`src/rtl/core/pss_pkg.sv`:
```
package pss_pkg;

   // request commands
   localparam logic [1:0] CMD_SET   = 2'd0;
   localparam logic [1:0] CMD_CLEAR = 2'd1;
   localparam logic [1:0] CMD_RESET = 2'd2;
   localparam logic [1:0] CMD_QUERY = 2'd3;

   // priority levels
   localparam logic [1:0] PRIO_IGNORE  = 2'd0;
   localparam logic [1:0] PRIO_DEFAULT = 2'd1;
   localparam logic [1:0] PRIO_HIGH    = 2'd2;
   localparam logic [1:0] PRIO_HIGH_ALT = 2'd3;

   // result status
   localparam logic STATUS_OK    = 1'b0;
   localparam logic STATUS_ERROR = 1'b1;

   // number of state codes the block knows
   localparam int CODE_COUNT = 16;

   // register indexes on paddr[3:2]
   localparam logic [1:0] CSR_PRIORITY_MAP = 2'd0;
   localparam logic [1:0] CSR_STATE_LIMIT  = 2'd1;
   localparam logic [1:0] CSR_OFF_CODE     = 2'd2;

   localparam logic [31:0] PRIORITY_MAP_RST = 32'h5555_5555;
   localparam logic [4:0]  STATE_LIMIT_RST  = 5'd16;
   localparam logic [3:0]  OFF_CODE_RST     = 4'd1;

   typedef enum logic [1:0] {
      ST_IDLE,
      ST_WALK,
      ST_APPLY
   } state_type;

   typedef struct packed {
      logic start;   // latch request, arm the walk
      logic step;    // examine one stack entry
      logic apply;   // commit stack update, load result word
   } dp_cmd_type;

   typedef struct packed {
      logic walk_done;
   } dp_stat_type;

   // priority of a code; level three reads as high
   function automatic logic [1:0] prio_of(input logic [31:0] map, input logic [3:0] code);
      logic [1:0] p;
      p = map[{code, 1'b0} +: 2];
      return (p == PRIO_HIGH_ALT) ? PRIO_HIGH : p;
   endfunction

endpackage

```
`src/rtl/core/pss_ctrl.sv`:
```
module pss_ctrl (
   input  logic                 clock,
   input  logic                 reset,
   input  logic                 req_valid,
   output logic                 req_stall,
   output logic                 rsp_valid,
   input  logic                 rsp_stall,
   output pss_pkg::dp_cmd_type  dp_cmd,
   input  pss_pkg::dp_stat_type dp_stat
);

   pss_pkg::state_type state_ff, state_in;
   logic rsp_valid_ff, rsp_valid_in;
   logic out_free;

   assign out_free = !rsp_valid_ff || !rsp_stall;

   always_comb begin
      state_in = state_ff;
      unique case (state_ff)
         pss_pkg::ST_IDLE: begin
            if (req_valid) state_in = pss_pkg::ST_WALK;
         end
         pss_pkg::ST_WALK: begin
            if (dp_stat.walk_done) state_in = pss_pkg::ST_APPLY;
         end
         pss_pkg::ST_APPLY: begin
            if (out_free) state_in = pss_pkg::ST_IDLE;
         end
         default: state_in = pss_pkg::ST_IDLE;
      endcase
   end

   always_comb begin
      dp_cmd    = '0;
      req_stall = 1'b1;
      unique case (state_ff)
         pss_pkg::ST_IDLE: begin
            req_stall    = 1'b0;
            dp_cmd.start = req_valid;
         end
         pss_pkg::ST_WALK: begin
            dp_cmd.step = !dp_stat.walk_done;
         end
         pss_pkg::ST_APPLY: begin
            dp_cmd.apply = out_free;
         end
         default: begin
            req_stall = 1'b1;
         end
      endcase
   end

   // hold the result word while the receiver stalls
   assign rsp_valid_in = dp_cmd.apply || (rsp_valid_ff && rsp_stall);
   assign rsp_valid    = rsp_valid_ff;

   always_ff @(posedge clock) begin
      if (reset) begin
         state_ff     <= pss_pkg::ST_IDLE;
         rsp_valid_ff <= 1'b0;
      end else begin
         state_ff     <= state_in;
         rsp_valid_ff <= rsp_valid_in;
      end
   end

endmodule

```
`src/rtl/core/pss_dp.sv`:
```
module pss_dp #(
   parameter int STACK_DEPTH = 10
) (
   input  logic                 clock,
   input  logic                 reset,
   input  pss_pkg::dp_cmd_type  dp_cmd,
   output pss_pkg::dp_stat_type dp_stat,
   input  logic [1:0]           req_cmd,
   input  logic [3:0]           req_led_code,
   input  logic [31:0]          priority_map,
   input  logic [4:0]           state_limit,
   input  logic [3:0]           off_code,
   output logic                 rsp_status,
   output logic [3:0]           rsp_shown_code,
   output logic [1:0]           rsp_shown_priority,
   output logic                 rsp_display_changed
);

   localparam int CNT_W = $clog2(STACK_DEPTH + 1);
   localparam int IDX_W = (STACK_DEPTH > 1) ? $clog2(STACK_DEPTH) : 1;
   localparam logic [CNT_W-1:0] DEPTH_C = CNT_W'(STACK_DEPTH);

   logic [3:0]       stack_ff [STACK_DEPTH];
   logic [3:0]       stack_in [STACK_DEPTH];
   logic [3:0]       up_w     [STACK_DEPTH];
   logic [CNT_W-1:0] count_ff, count_in;
   logic [CNT_W-1:0] left_ff, left_in;
   logic [1:0]       op_ff;
   logic [3:0]       code_ff;
   logic [3:0]       bbest_ff, abest_ff;
   logic [1:0]       bprio_ff, aprio_ff;
   logic             bfound_ff, afound_ff, mfound_ff;
   logic [IDX_W-1:0] midx_ff;
   logic             status_ff;
   logic [3:0]       shown_ff;
   logic [1:0]       sprio_ff;
   logic             changed_ff;

   logic             is_set, is_clear, is_reset, code_ok, eff, full;
   logic [1:0]       code_prio;
   logic [CNT_W-1:0] wpos;
   logic [IDX_W-1:0] widx;
   logic [3:0]       ent;
   logic [1:0]       ent_prio;
   logic             excl;
   logic [3:0]       before_code, after_code;
   logic             status_w;

   assign is_set   = (op_ff == pss_pkg::CMD_SET);
   assign is_clear = (op_ff == pss_pkg::CMD_CLEAR);
   assign is_reset = (op_ff == pss_pkg::CMD_RESET);
   assign code_ok  = (code_ff != 4'd0) && ({1'b0, code_ff} < state_limit)
                     && ({1'b0, code_ff} < 5'(pss_pkg::CODE_COUNT));
   assign code_prio = pss_pkg::prio_of(priority_map, code_ff);
   assign eff      = code_ok && (code_prio != pss_pkg::PRIO_IGNORE);
   assign full     = (count_ff == DEPTH_C);

   assign dp_stat.walk_done = (left_ff == '0);

   // walk one entry a cycle from the newest down
   assign wpos     = left_ff - 1'b1;
   assign widx     = wpos[IDX_W-1:0];
   assign ent      = stack_ff[widx];
   assign ent_prio = pss_pkg::prio_of(priority_map, ent);
   // entry dropped by this request: evicted oldest, or newest match
   assign excl = (is_set && eff && full && (widx == '0))
              || (is_clear && eff && !mfound_ff && (ent == code_ff));

   for (genvar g = 0; g < STACK_DEPTH; g++) begin : g_up
      if (g < STACK_DEPTH - 1) begin : g_mid
         assign up_w[g] = stack_ff[g+1];
      end else begin : g_top
         assign up_w[g] = code_ff;
      end
   end

   assign before_code = bfound_ff ? bbest_ff : off_code;

   always_comb begin
      if (is_reset) begin
         after_code = off_code;
      end else if (is_set && eff) begin
         // new code is the most recent, so it wins ties
         after_code = (!afound_ff || (code_prio >= aprio_ff)) ? code_ff : abest_ff;
      end else begin
         after_code = afound_ff ? abest_ff : off_code;
      end
   end

   assign status_w = (is_set || is_clear)
                  && (!code_ok || (is_clear && eff && !mfound_ff))
                   ? pss_pkg::STATUS_ERROR : pss_pkg::STATUS_OK;

   always_comb begin
      for (int j = 0; j < STACK_DEPTH; j++) begin
         stack_in[j] = stack_ff[j];
         if (dp_cmd.apply && is_set && eff) begin
            if (full) stack_in[j] = up_w[j];
            else if (count_ff == CNT_W'(j)) stack_in[j] = code_ff;
         end else if (dp_cmd.apply && is_clear && eff && mfound_ff) begin
            if (IDX_W'(j) >= midx_ff) stack_in[j] = up_w[j];
         end
      end
   end

   always_comb begin
      count_in = count_ff;
      if (dp_cmd.apply) begin
         if (is_reset) count_in = '0;
         else if (is_set && eff && !full) count_in = count_ff + 1'b1;
         else if (is_clear && eff && mfound_ff) count_in = count_ff - 1'b1;
      end
   end

   always_comb begin
      left_in = left_ff;
      if (dp_cmd.start) left_in = count_ff;
      else if (dp_cmd.step) left_in = wpos;
   end

   always_ff @(posedge clock) begin
      if (reset) begin
         count_ff <= '0;
         left_ff  <= '0;
      end else begin
         count_ff <= count_in;
         left_ff  <= left_in;
      end
   end

   always_ff @(posedge clock) begin
      for (int j = 0; j < STACK_DEPTH; j++) stack_ff[j] <= stack_in[j];
      if (dp_cmd.start) begin
         op_ff     <= req_cmd;
         code_ff   <= req_led_code;
         bfound_ff <= 1'b0;
         afound_ff <= 1'b0;
         mfound_ff <= 1'b0;
      end else if (dp_cmd.step) begin
         if (!bfound_ff || (ent_prio > bprio_ff)) begin
            bbest_ff  <= ent;
            bprio_ff  <= ent_prio;
            bfound_ff <= 1'b1;
         end
         if (excl) begin
            if (is_clear) begin
               mfound_ff <= 1'b1;
               midx_ff   <= widx;
            end
         end else if (!afound_ff || (ent_prio > aprio_ff)) begin
            abest_ff  <= ent;
            aprio_ff  <= ent_prio;
            afound_ff <= 1'b1;
         end
      end
      if (dp_cmd.apply) begin
         status_ff  <= status_w;
         shown_ff   <= after_code;
         sprio_ff   <= pss_pkg::prio_of(priority_map, after_code);
         changed_ff <= (after_code != before_code);
      end
   end

   assign rsp_status          = status_ff;
   assign rsp_shown_code      = shown_ff;
   assign rsp_shown_priority  = sprio_ff;
   assign rsp_display_changed = changed_ff;

endmodule

```
`src/rtl/core/priority_status_stack_top.sv`:
```
// Priority status stack: keeps a recency-ordered stack of requested
// indicator codes and reports the code to display.
//
// Request channel (req_*): a word carries a command (set, clear, reset,
// query) and a state code; it is taken at a clock edge with req_valid
// high and req_stall low. Result channel (rsp_*): one word per request
// with status, shown code, its priority and a display-changed flag.
// Configuration goes through the APB-style port: priority map at byte
// address 0, state limit at 4, off code at 8.
//
// Sequence: after accept the datapath walks the N stack entries (N at
// most STACK_DEPTH), one entry examined per cycle, then applies the
// update and loads the result word. No new request is taken until the
// word is loaded; req_stall stays high for the whole walk.
//
// Reset empties the stack, loads the register reset values and drops any
// pending result. While the receiver stalls, the result word holds; a
// following request is walked and then waits until the word is taken.
module priority_status_stack_top #(
   parameter int STACK_DEPTH = 10
) (
   input  logic        clock,
   input  logic        reset,
   // request channel
   input  logic        req_valid,
   output logic        req_stall,
   input  logic [1:0]  req_cmd,
   input  logic [3:0]  req_led_code,
   // result channel
   output logic        rsp_valid,
   input  logic        rsp_stall,
   output logic        rsp_status,
   output logic [3:0]  rsp_shown_code,
   output logic [1:0]  rsp_shown_priority,
   output logic        rsp_display_changed,
   // configuration port
   input  logic        psel,
   input  logic        penable,
   input  logic        pwrite,
   input  logic [3:0]  paddr,
   input  logic [31:0] pwdata,
   output logic [31:0] prdata,
   output logic        pready
);

   logic [31:0] priority_map_ff, priority_map_in;
   logic [4:0]  state_limit_ff, state_limit_in;
   logic [3:0]  off_code_ff, off_code_in;
   logic        csr_write;
   logic [1:0]  csr_index;

   pss_pkg::dp_cmd_type  dp_cmd;
   pss_pkg::dp_stat_type dp_stat;

   // register file: zero-wait APB, write in the access cycle
   assign pready    = 1'b1;
   assign csr_write = psel && penable && pwrite;
   assign csr_index = paddr[3:2];

   always_comb begin
      priority_map_in = priority_map_ff;
      state_limit_in  = state_limit_ff;
      off_code_in     = off_code_ff;
      if (csr_write) begin
         unique case (csr_index)
            pss_pkg::CSR_PRIORITY_MAP: priority_map_in = pwdata;
            pss_pkg::CSR_STATE_LIMIT:  state_limit_in  = pwdata[4:0];
            pss_pkg::CSR_OFF_CODE:     off_code_in     = pwdata[3:0];
            default: begin
               // unmapped address: drop the write
               priority_map_in = priority_map_ff;
            end
         endcase
      end
   end

   always_comb begin
      unique case (csr_index)
         pss_pkg::CSR_PRIORITY_MAP: prdata = priority_map_ff;
         pss_pkg::CSR_STATE_LIMIT:  prdata = {27'd0, state_limit_ff};
         pss_pkg::CSR_OFF_CODE:     prdata = {28'd0, off_code_ff};
         default:                   prdata = 32'd0;
      endcase
   end

   always_ff @(posedge clock) begin
      if (reset) begin
         priority_map_ff <= pss_pkg::PRIORITY_MAP_RST;
         state_limit_ff  <= pss_pkg::STATE_LIMIT_RST;
         off_code_ff     <= pss_pkg::OFF_CODE_RST;
      end else begin
         priority_map_ff <= priority_map_in;
         state_limit_ff  <= state_limit_in;
         off_code_ff     <= off_code_in;
      end
   end

   // sequencer: accept, walk, apply
   pss_ctrl u_ctrl (
      .clock     (clock),
      .reset     (reset),
      .req_valid (req_valid),
      .req_stall (req_stall),
      .rsp_valid (rsp_valid),
      .rsp_stall (rsp_stall),
      .dp_cmd    (dp_cmd),
      .dp_stat   (dp_stat)
   );

   // stack, selection walk and result word
   pss_dp #(
      .STACK_DEPTH (STACK_DEPTH)
   ) u_dp (
      .clock               (clock),
      .reset               (reset),
      .dp_cmd              (dp_cmd),
      .dp_stat             (dp_stat),
      .req_cmd             (req_cmd),
      .req_led_code        (req_led_code),
      .priority_map        (priority_map_ff),
      .state_limit         (state_limit_ff),
      .off_code            (off_code_ff),
      .rsp_status          (rsp_status),
      .rsp_shown_code      (rsp_shown_code),
      .rsp_shown_priority  (rsp_shown_priority),
      .rsp_display_changed (rsp_display_changed)
   );

endmodule

```
`config.mk`:
```
export PLATFORM = sky130hd
export DESIGN_NAME = priority_status_stack_top
export DESIGN_NICKNAME = d
export VERILOG_FILES = /design/src/rtl/core/pss_pkg.sv /design/src/rtl/core/pss_ctrl.sv /design/src/rtl/core/pss_dp.sv /design/src/rtl/core/priority_status_stack_top.sv
export SDC_FILE = /design/constraint.sdc
export NUM_CORES = 1
export LEC_CHECK = 0
export BUFFER_PORTS_ARGS = -buffer_cell sky130_fd_sc_hd__buf_2
export CORE_MARGIN = 5
export CORE_UTILIZATION = 50
export CTS_CLUSTER_SIZE = 16
export DETAILED_ROUTE_END_ITERATION = 6
export GPL_TIMING_DRIVEN = 0
export PLACE_DENSITY = 0.69
export SLEW_MARGIN = 20
export SYNTH_ARGS = -nofsm -noshare
export SYNTH_HDL_FRONTEND = slang
export SYNTH_SLANG_ARGS = --single-unit
```
`constraint.sdc`:
```
create_clock -name clock -period 12.3 [get_ports clock]
set_input_delay 2.46 -clock clock [delete_from_list [all_inputs] [get_ports clock]]
set_output_delay 2.46 -clock clock [all_outputs]
set_load 0.02 [all_outputs]
```
**Word-level counts from Yosys, hierarchy flattened**

Memory sizes are Yosys's and may differ from the RTL's.
Cells that the tools add are included.

- Bits in registers: 85
- Memories: 1
- Output and inout bits: 43
- ROM bits: 0
- Input bits: 49
- Bits in latches: 0
- Word-level logic and storage cells: 200
- Memory bits (writable): 40

Memories:

| name | words | bits a word | rd ports | clocked after Yosys merged registers in | wr ports | line | text |
|---|---|---|---|---|---|---|---|
| u_dp.stack_ff | 10 | 4 | 10 | 0 | 10 | pss_dp.sv:23 | `logic [3:0] stack_ff [STACK_DEPTH];` |

- Shift operators: 3
- Add/subtract/negate cells: 3
- Order comparisons: 14
- Multiply operators: 0
- Divide/modulo/power cells: 0
- Eq/ne operators: 27
- Bitwise logic cells: 2
- Multiplexer cells: 72
- Reductions and logical operators: 57

Operator list:

| operator | number |
|---|---|
| two-way mux 4 bit | 60 |
| one-hot mux 32 bit (3 select lines) | 1 |
| variable part select 32 x 6 -> 2 bit | 3 |
| logical AND 1 bit | 19 |
| equality test 4 x 3 -> 1 bit (second input constant) | 4 |
| greater-or-equal comparator 3 x 4 -> 1 bit (first input constant) | 4 |
| AND reduction 3 bit | 5 |
| equality test 2 bit (second input constant) | 6 |
| equality test 4 bit (second input constant) | 3 |
| zero test 4 bit | 3 |
| two-way mux 2 bit | 5 |
| AND reduction 2 bit | 5 |
| equality test 4 x 2 -> 1 bit (second input constant) | 2 |
| greater-or-equal comparator 1 x 4 -> 1 bit (first input constant) | 2 |
| greater-or-equal comparator 2 x 4 -> 1 bit (first input constant) | 2 |
| greater-or-equal comparator 4 bit (first input constant) | 2 |
| zero test 1 bit | 8 |
| logical OR 1 bit | 8 |
| AND reduction 4 bit | 2 |
| subtractor 4 x 1 -> 4 bit (second input constant) | 2 |
| equality test 2 x 1 -> 1 bit (second input constant) | 3 |
| zero test 2 bit | 3 |
| inequality test 3 bit (second input constant) | 2 |
| one-hot mux 2 bit (3 select lines) | 1 |
| 14 further kinds | 23 |

**Depth between registers and ports, before layout**

Gate-level depths: netlist (run 1).

- Depth after elaboration: 11
- Mapped depth: 17
- Depth with buffers taken out: 15

**Modules after synthesis**

From an unflattened synthesis (run 1), not the netlist that was laid out.

- Cell total of the unflattened synthesis: 666
- Area, all modules: 7,247.0 µm²

By module, submodules not included:

| module | seq. area each (µm²) | area an instance (µm²) | instances | cells an instance |
|---|---|---|---|---|
| pss_dp | 2,322.2 | 5,058.6 | 1 | 426 |
| priority_status_stack_top | 820.8 | 2,039.5 | 1 | 223 |
| pss_ctrl | 60.1 | 148.9 | 1 | 17 |

**Worst setup path before layout (run 1)**

Ideal clock, no wire load.

- Kind: input-to-output
- From: in paddr[2]
- To: out prdata[0]
- Arrival time: 3,415 ps
- Required time: 9,840 ps
- Setup slack: 6,425 ps
- Buffers on the path: 1
- Cell stages on the path: 3
- Cells stage by stage: buf_1 mux2i_1 o21ai_0

- Word-level cells in the longest chain between the ends: 2
- Elaborated cells on any way between the ends: 4
- Those cells by class: 2 x eq/ne; 1 x mux; 1 x reduce/logical

RTL lines:

| element | line | text |
|---|---|---|
| start: declaration | priority_status_stack_top.sv:40 | `input logic [3:0] paddr,` |
| equality test 2 bit, or another cell as far along | priority_status_stack_top.sv:78 | `unique case (csr_index)` |
| one-hot mux 32 bit (3 select lines) (*) | priority_status_stack_top.sv:78 |  |
| end: declaration | priority_status_stack_top.sv:42 | `output logic [31:0] prdata,` |

Mark *: on every way between the ends. The rest lies on a longest branch, timed or not.

**Worst setup path after layout (run 1)**

- From: in paddr[3]
- To: out prdata[1]

The elaborated chain is that of the path after synthesis.

==> flow_summary.toml, run 1 <==
[status]
status = "finished clean"

[global_routing]
grt_antenna_before_repair = 0
grt_overflow = 0
first_global_vias = 5779
grt_pass1_wl_um = 30800
grt_start_max_net_pins = 17
grt.total_usage = 0.242

[timing]
final-max-slew-violation-count = 0
fmax_mhz = 158
tightest_slew_ns = 1.09
finClkSkew_ns = 0.0104
setup_slack_ns = 5.99
timing.hold.ws_ns = 0.486
fin_crit_sh = 0.513
finalHoldViolCount = 0
tns_ns = 0
post-route-min-period_ns = 6.31
finalSetupViolations = 0
slew_headroom = 0.269
rsz0062_at_grt = "no"

[hold_path]
min_from = "priority_map_ff[27]"
hold_path.class = "flip-flop to flip-flop"
whs_endpoint = "priority_map_ff[27]"
hold_path_depth = 2

[die]
die_x_um = 128
coreArea_um2 = 13700
ios = 92
initial_core_util = 0.505
dieArea_um2 = 16300
dieHeight_um = 128
rows = 43

[drt]
drtPass1Iterations = 5
drc = 0
drt-vias-per-instance = 5.89
num_vias = 5733
routedWlPerCell_um = 19.6
antenna_left = 0
drtIter0Drc = 652
wirelength_um = 19100

[clocking]
postCtsSetupBuffers = 0
clk_latency_ns = 0.43
cts_tree = "yes"
cts.sinks = 125
cts_max_level = 4
cts_resized = 0
root_buffer = "clkbuf_16"
numCtsBuffers = 17
clock_path_buffers = 2
cts_hold_buf = 0
clkTransAtPathRegs_ns = 0.05

[worst_setup_path]
cp_cell_sequence = "buf_2 > clkbuf_1 > nor2b_1 > nand2_1 > o21ai_0 > buf_2"
cp_max_fo = 10
crit_buf_inv = 3
r2r-start = "u_dp.left_ff[0]"
cpPeakStageDelay_ns = 0.40
critPathMostFrequentCell = "buf_2"
worst_path_max_delay_cell = "clkbuf_1"
crit_path_end_kind = "primary output"
r2r-end = "u_dp.aprio_ff[0]"
rr_worst_depth = 17
critPathRequiredTime_ns = 9.84
crit_arrival_ns = 3.85
regToRegSetupSlack_ns = 6.34
crit_type = "input port to primary output"
start_kind = "input port"
cp_top_family = "buffers and inverters"

[final_layout]
final_area_um2 = 8160
area_growth_pct = 17.7
drive_above_1_share = 0.215
fin_cells = 974
antenna_cells = 0
nets = 845
nFillCells = 1148
final_util = 0.595

[power]
ir_worst_vdd_mv = 0.0977
powerDensity_nw_per_um2 = 142
p_leak_nw = 3.38
power_mw = 1.16

[job]
drv_cap = 0

[place]
place_congestion = 0.891
pre_cts_ws_ns = 6.05
hpwl_um = 14300
numPortBuffers = 87
dpl_cell_area_um2 = 7590
dp.cells = 942

[logic_synthesis]
netlist_area_um2 = 6930
synthFlopType = "edfxtp_1"
synth_nets = 739
ys_ff_latch = 125
ys_seq_area_frac = 0.462
yosys-top-cells-area = "edfxtp_1 30%, dfxtp_1 16%, mux4_2 7.8%, nand2_1 5.4%, mux2i_1 5.3%"
synth_area_leader_cell = "edfxtp_1"
synth_edf_count = 70
yosysTopAreaCellShare = 0.303
synth.avg_cell_area_um2 = 10.3
ys.warnings.count = 0
async_flop_share = 0
synth_cell_types = 58
synth_cells = 675
==> placed cells by master, fill, tap and decap left out, types with 5 or more instances in the layout <==
cell	n
a21o_1	37
a21oi_1	48
a221oi_1	5
and2_1	25
buf_2	92
clkbuf_1	26
clkbuf_16	18
clkinv_2	5
dfxtp_1	55
edfxtp_1	70
ha_1	15
inv_1	24
mux2_2	7
mux2i_1	37
mux4_2	24
nand2_1	99
nand2b_1	6
nand3_1	23
nor2_1	50
nor2b_1	11
nor3_1	9
o211ai_1	6
o21ai_0	11
xnor2_1	9
xor2_1	5
==> where the power goes <==
part           switching (mW)  internal, mW
Sequential             0.0117         0.461
Combinational           0.129        0.0826
Clock                   0.185         0.287
==> synth_stat cells, types with 6 or more instances <==
cell type,count
dfxtp_1,55
nand2_1,99
clkbuf_1,25
mux4_2,24
o211ai_1,6
ha_1,15
o21ai_0,11
mux2_2,7
xnor2_1,9
nor2b_1,11
mux2i_1,37
nor2_1,51
nand3_1,23
and2_1,25
a21o_1,37
nor3_1,9
a21oi_1,48
inv_1,24
edfxtp_1,70
nand2b_1,6
==> kinds of logic (layout without fill, tap and decap cells) <==
kind of cell / count (synthesis) / in the layout / share of synthesized area
compound gates: 132 / 132 / 0.127
xor+xnor: 14 / 14 / 0.0177
fa+ha+maj: 15 / 15 / 0.0271
buf+inv: 65 / 184 / 0.0395
flops: 125 / 125 / 0.462
mux: 75 / 75 / 0.157
other cells: 1 / 1 / 0.000541
simple gates: 248 / 248 / 0.169
==> worst max-delay path by stage <==
stage / start / end / slack (ns) / depth (start not counted)
after floorplan: paddr[2] / prdata[0] / 6.42 / 3
after global placement: paddr[3] / prdata[3] / 6.04 / 6
after detailed placement: paddr[3] / prdata[3] / 6.05 / 6
after CTS: paddr[3] / prdata[1] / 6.01 / 6
after global routing: paddr[3] / prdata[3] / 5.90 / 6
final: paddr[3] / prdata[1] / 5.99 / 6
==> sequential cells by signal (all words and copies together) (netlist names), 2 cells and up <==
signal,flops
u_dp.code_ff,4
u_dp.rsp_shown_priority,2
u_dp.bbest_ff,4
u_dp.bprio_ff,2
u_dp.left_ff,4
u_dp.aprio_ff,2
off_code_ff,4
priority_map_ff,32
u_dp.abest_ff,4
u_dp.op_ff,2
u_dp.stack_ff,40
u_dp.count_ff,4
u_dp.rsp_shown_code,4
state_limit_ff,5
u_ctrl.state_ff,2
u_dp.midx_ff,4
==> layer usage <==
| layer | up-vias | GRT usage | wire length (um) |
|---|---|---|---|
| met5 | - | 0 | 0 |
| met4 | 0 | 0.0974 | 465 |
| met3 | 41 | 0.0500 | 1290 |
| met2 | 277 | 0.385 | 9050 |
| met1 | 2753 | 0.324 | 8290 |
| li1 | 2662 | - | - |
==> worst register-to-register path, cell delays in order, from the launching register on <==
cell      delay [ns]
dfxtp_1         0.33
buf_2           0.27
buf_2           0.34
inv_1           0.10
ha_1            0.29
clkbuf_1        0.48
mux4_2          0.33
mux2i_1         0.11
mux2i_2         0.86
mux4_2          0.44
mux2_2          0.28
nand2_1         0.06
o21ai_0         0.35
nand2b_1        0.35
ha_1            0.31
nand2_1         0.05
o21ai_0         0.07
a21oi_1         0.57
==> area by class of cell <==
| cell class | count | area [um2] | share of cell area |
|---|---|---|---|
| buffer | 37 | 168 | 0.0206 |
| clock buffer | 23 | 503 | 0.0617 |
| clock inverter | 9 | 56.3 | 0.00690 |
| inverter | 28 | 106 | 0.0130 |
| multi-input combinational | 485 | 3460 | 0.424 |
| sequential | 125 | 3200 | 0.393 |
| tap | 180 | 225 | 0.0276 |
| timing repair buffer | 87 | 435 | 0.0534 |
Power figures use the tool's default switching activity.
==> run 2: changes to the inputs <==
--- a/config.mk
+++ b/config.mk
@@ -11,7 +11,7 @@
 export CTS_CLUSTER_SIZE = 16
 export DETAILED_ROUTE_END_ITERATION = 6
 export GPL_TIMING_DRIVEN = 0
-export PLACE_DENSITY = 0.69
+export PLACE_DENSITY = 0.71
 export SLEW_MARGIN = 20
 export SYNTH_ARGS = -nofsm -noshare
 export SYNTH_HDL_FRONTEND = slang
==> constraint.sdc (replaced) <==
create_clock -name clock -period 5.4 [get_ports clock]
set_input_delay 1.08 -clock clock [delete_from_list [all_inputs] [get_ports clock]]
set_output_delay 1.08 -clock clock [all_outputs]
set_load 0.02 [all_outputs]
==> flow_summary.toml, run 2 (synthesis results as in run 1) <==
[global_routing]
grt_pass1_wl_um = 31000
grt_overflow = 0
first_global_vias = 5743
grt_start_max_net_pins = 17
grt.total_usage = 0.245
grt_antenna_before_repair = 0

[final_layout]
nets = 845
layout_common_cells = "99 x nand2_1, 92 x buf_2, 70 x edfxtp_1, 55 x dfxtp_1, 50 x nor2_1"
top_regs = "u_dp.stack_ff: 40 flops, priority_map_ff: 32 flops, state_limit_ff: 5 flops"
top_register = "u_dp.stack_ff"
largest_reg_flops = 40
antenna_cells = 0
final_common_cell = "nand2_1"
area_growth_pct = 19.7
final_util = 0.605
final_area_um2 = 8300
nFillCells = 1177
drive_above_1_share = 0.220

[timing]
tightest_slew_ns = 1.08
fmax_mhz = 197
rsz0062_at_grt = "no"
final-max-slew-violation-count = 0
finalHoldViolCount = 0
finClkSkew_ns = 0.0241
fin_crit_sh = 0.941
post-route-min-period_ns = 5.08
timing.hold.ws_ns = 0.488
slew_headroom = 0.280
finalSetupViolations = 0

[die]
ios = 92
rows = 43
initial_core_util = 0.505
die_x_um = 128
dieArea_um2 = 16300
dieHeight_um = 128
coreArea_um2 = 13700

[worst_setup_path]
regToRegSetupSlack_ns = 0.32
start_kind = "flip-flop"
crit_type = "flip-flop to flip-flop"
r2r-start = "u_dp.code_ff[2]"
rr_worst_depth = 16
critPathRequiredTime_ns = 5.62
crit_path_end_kind = "flip-flop"
r2r-end = "u_dp.rsp_shown_priority[0]"
crit_arrival_ns = 5.30
cp_max_fo = 10

[drt]
drc = 0
drt-vias-per-instance = 5.97
routedWlPerCell_um = 19.8
wirelength_um = 19300
drtPass1Iterations = 7
routed.top_layer = "met4"
wl_met1_um = 8200
antenna_left = 0
dr_wl_met3_um = 1500
wl_met2_um = 8960
drtIter0Drc = 654
num_vias = 5810

[power]
p_leak_nw = 3.42
ir_worst_vdd_mv = 0.196
powerDensity_nw_per_um2 = 346
power_mw = 2.87

[place]
place_congestion = 0.941
dpl_cell_area_um2 = 7590
numPortBuffers = 87
hpwl_um = 14200

[status]
status = "finished clean"

[clocking]
clock_path_buffers = 2
clk_latency_ns = 0.44
cts_tree = "yes"
numCtsBuffers = 17
clkTransAtPathRegs_ns = 0.06
root_buffer = "clkbuf_16"
cts.sinks = 125
cts_hold_buf = 0
cts_max_level = 4

[hold_path]
hold_path_depth = 2
hold_path.class = "flip-flop to flip-flop"
min_from = "priority_map_ff[27]"
whs_endpoint = "priority_map_ff[27]"

[job]
drv_cap = 0
-- run 2: what timing repair did --
| item | CTS | global route |
|---|---|---|
| pin swaps | 0 | 0 |
| gates resized for setup | 4 | 2 |
| setup buffers | 1 | 0 |
| setup endpoints to repair | 12 | 13 |
| endpoints found under the hold margin | 0 | 0 |
-- run 2: worst max-delay path: stages, from the launching register on --
cell	delay, ns
edfxtp_1	0.51
buf_2	0.37
mux4_2	0.36
mux2_2	0.32
nor2_1	0.12
a21oi_1	0.09
a211o_1	0.29
ha_1	0.27
nand2b_1	0.18
a21oi_2	0.29
mux2i_1	0.23
nand3_1	0.26
o22a_4	0.35
mux2_1	0.32
o2111ai_1	0.22
nand4_1	0.28
a311oi_1	0.42
-- run 2: metrics by stage --
| step | std cells | setup TNS, ns | setup slack [ns] |
|---|---|---|---|
| 2_1_floorplan | 675 | 0 | 0.821 |
| 3_3_place_gp | 942 | -4.65 | -0.408 |
| 3_5_place_dp | 942 | -5.95 | -0.511 |
| 4_1_cts | 975 | 0 | 0.121 |
| 5_1_grt | 974 | 0 | 0.0215 |
| 6_report | 974 | 0 | 0.321 |
-- run 2: area by class of cell --
| type | count | area [um2] | area share |
|---|---|---|---|
| buffer | 36 | 164 | 0.0198 |
| clock inverter | 13 | 235 | 0.0283 |
| timing repair buffer | 88 | 443 | 0.0534 |
| multi-input combinational | 485 | 3490 | 0.420 |
| clock buffer | 19 | 433 | 0.0522 |
| tap | 180 | 225 | 0.0271 |
| sequential | 125 | 3200 | 0.386 |
| inverter | 28 | 106 | 0.0128 |
-- run 2: how the worst max path moves through the flow --
stage / to / startpoint / slack [ns] / depth (start not counted)
finish: u_dp.rsp_shown_priority[0] / u_dp.code_ff[2] / 0.32 / 16
global route: u_dp.bbest_ff[0] / u_dp.left_ff[0] / 0.02 / 16
CTS: u_dp.abest_ff[0] / u_dp.left_ff[0] / 0.12 / 17
detailed placement: u_dp.abest_ff[1] / u_dp.left_ff[0] / -0.51 / 17
global placement: u_dp.abest_ff[1] / u_dp.left_ff[0] / -0.41 / 17
floorplan: u_dp.abest_ff[0] / u_dp.left_ff[0] / 0.82 / 17
-- run 2: layer usage --
metal,track usage,vias to the layer above
met3,0.0571,53
met4,0.104,0
met5,0,-
met2,0.382,297
li1,-,2664
met1,0.328,2796
-- run 2: power breakdown --
part	internal [mW]	switching, mW
Sequential	1.05	0.0276
Combinational	0.195	0.297
Clock	0.868	0.433
Total	2.11	0.758
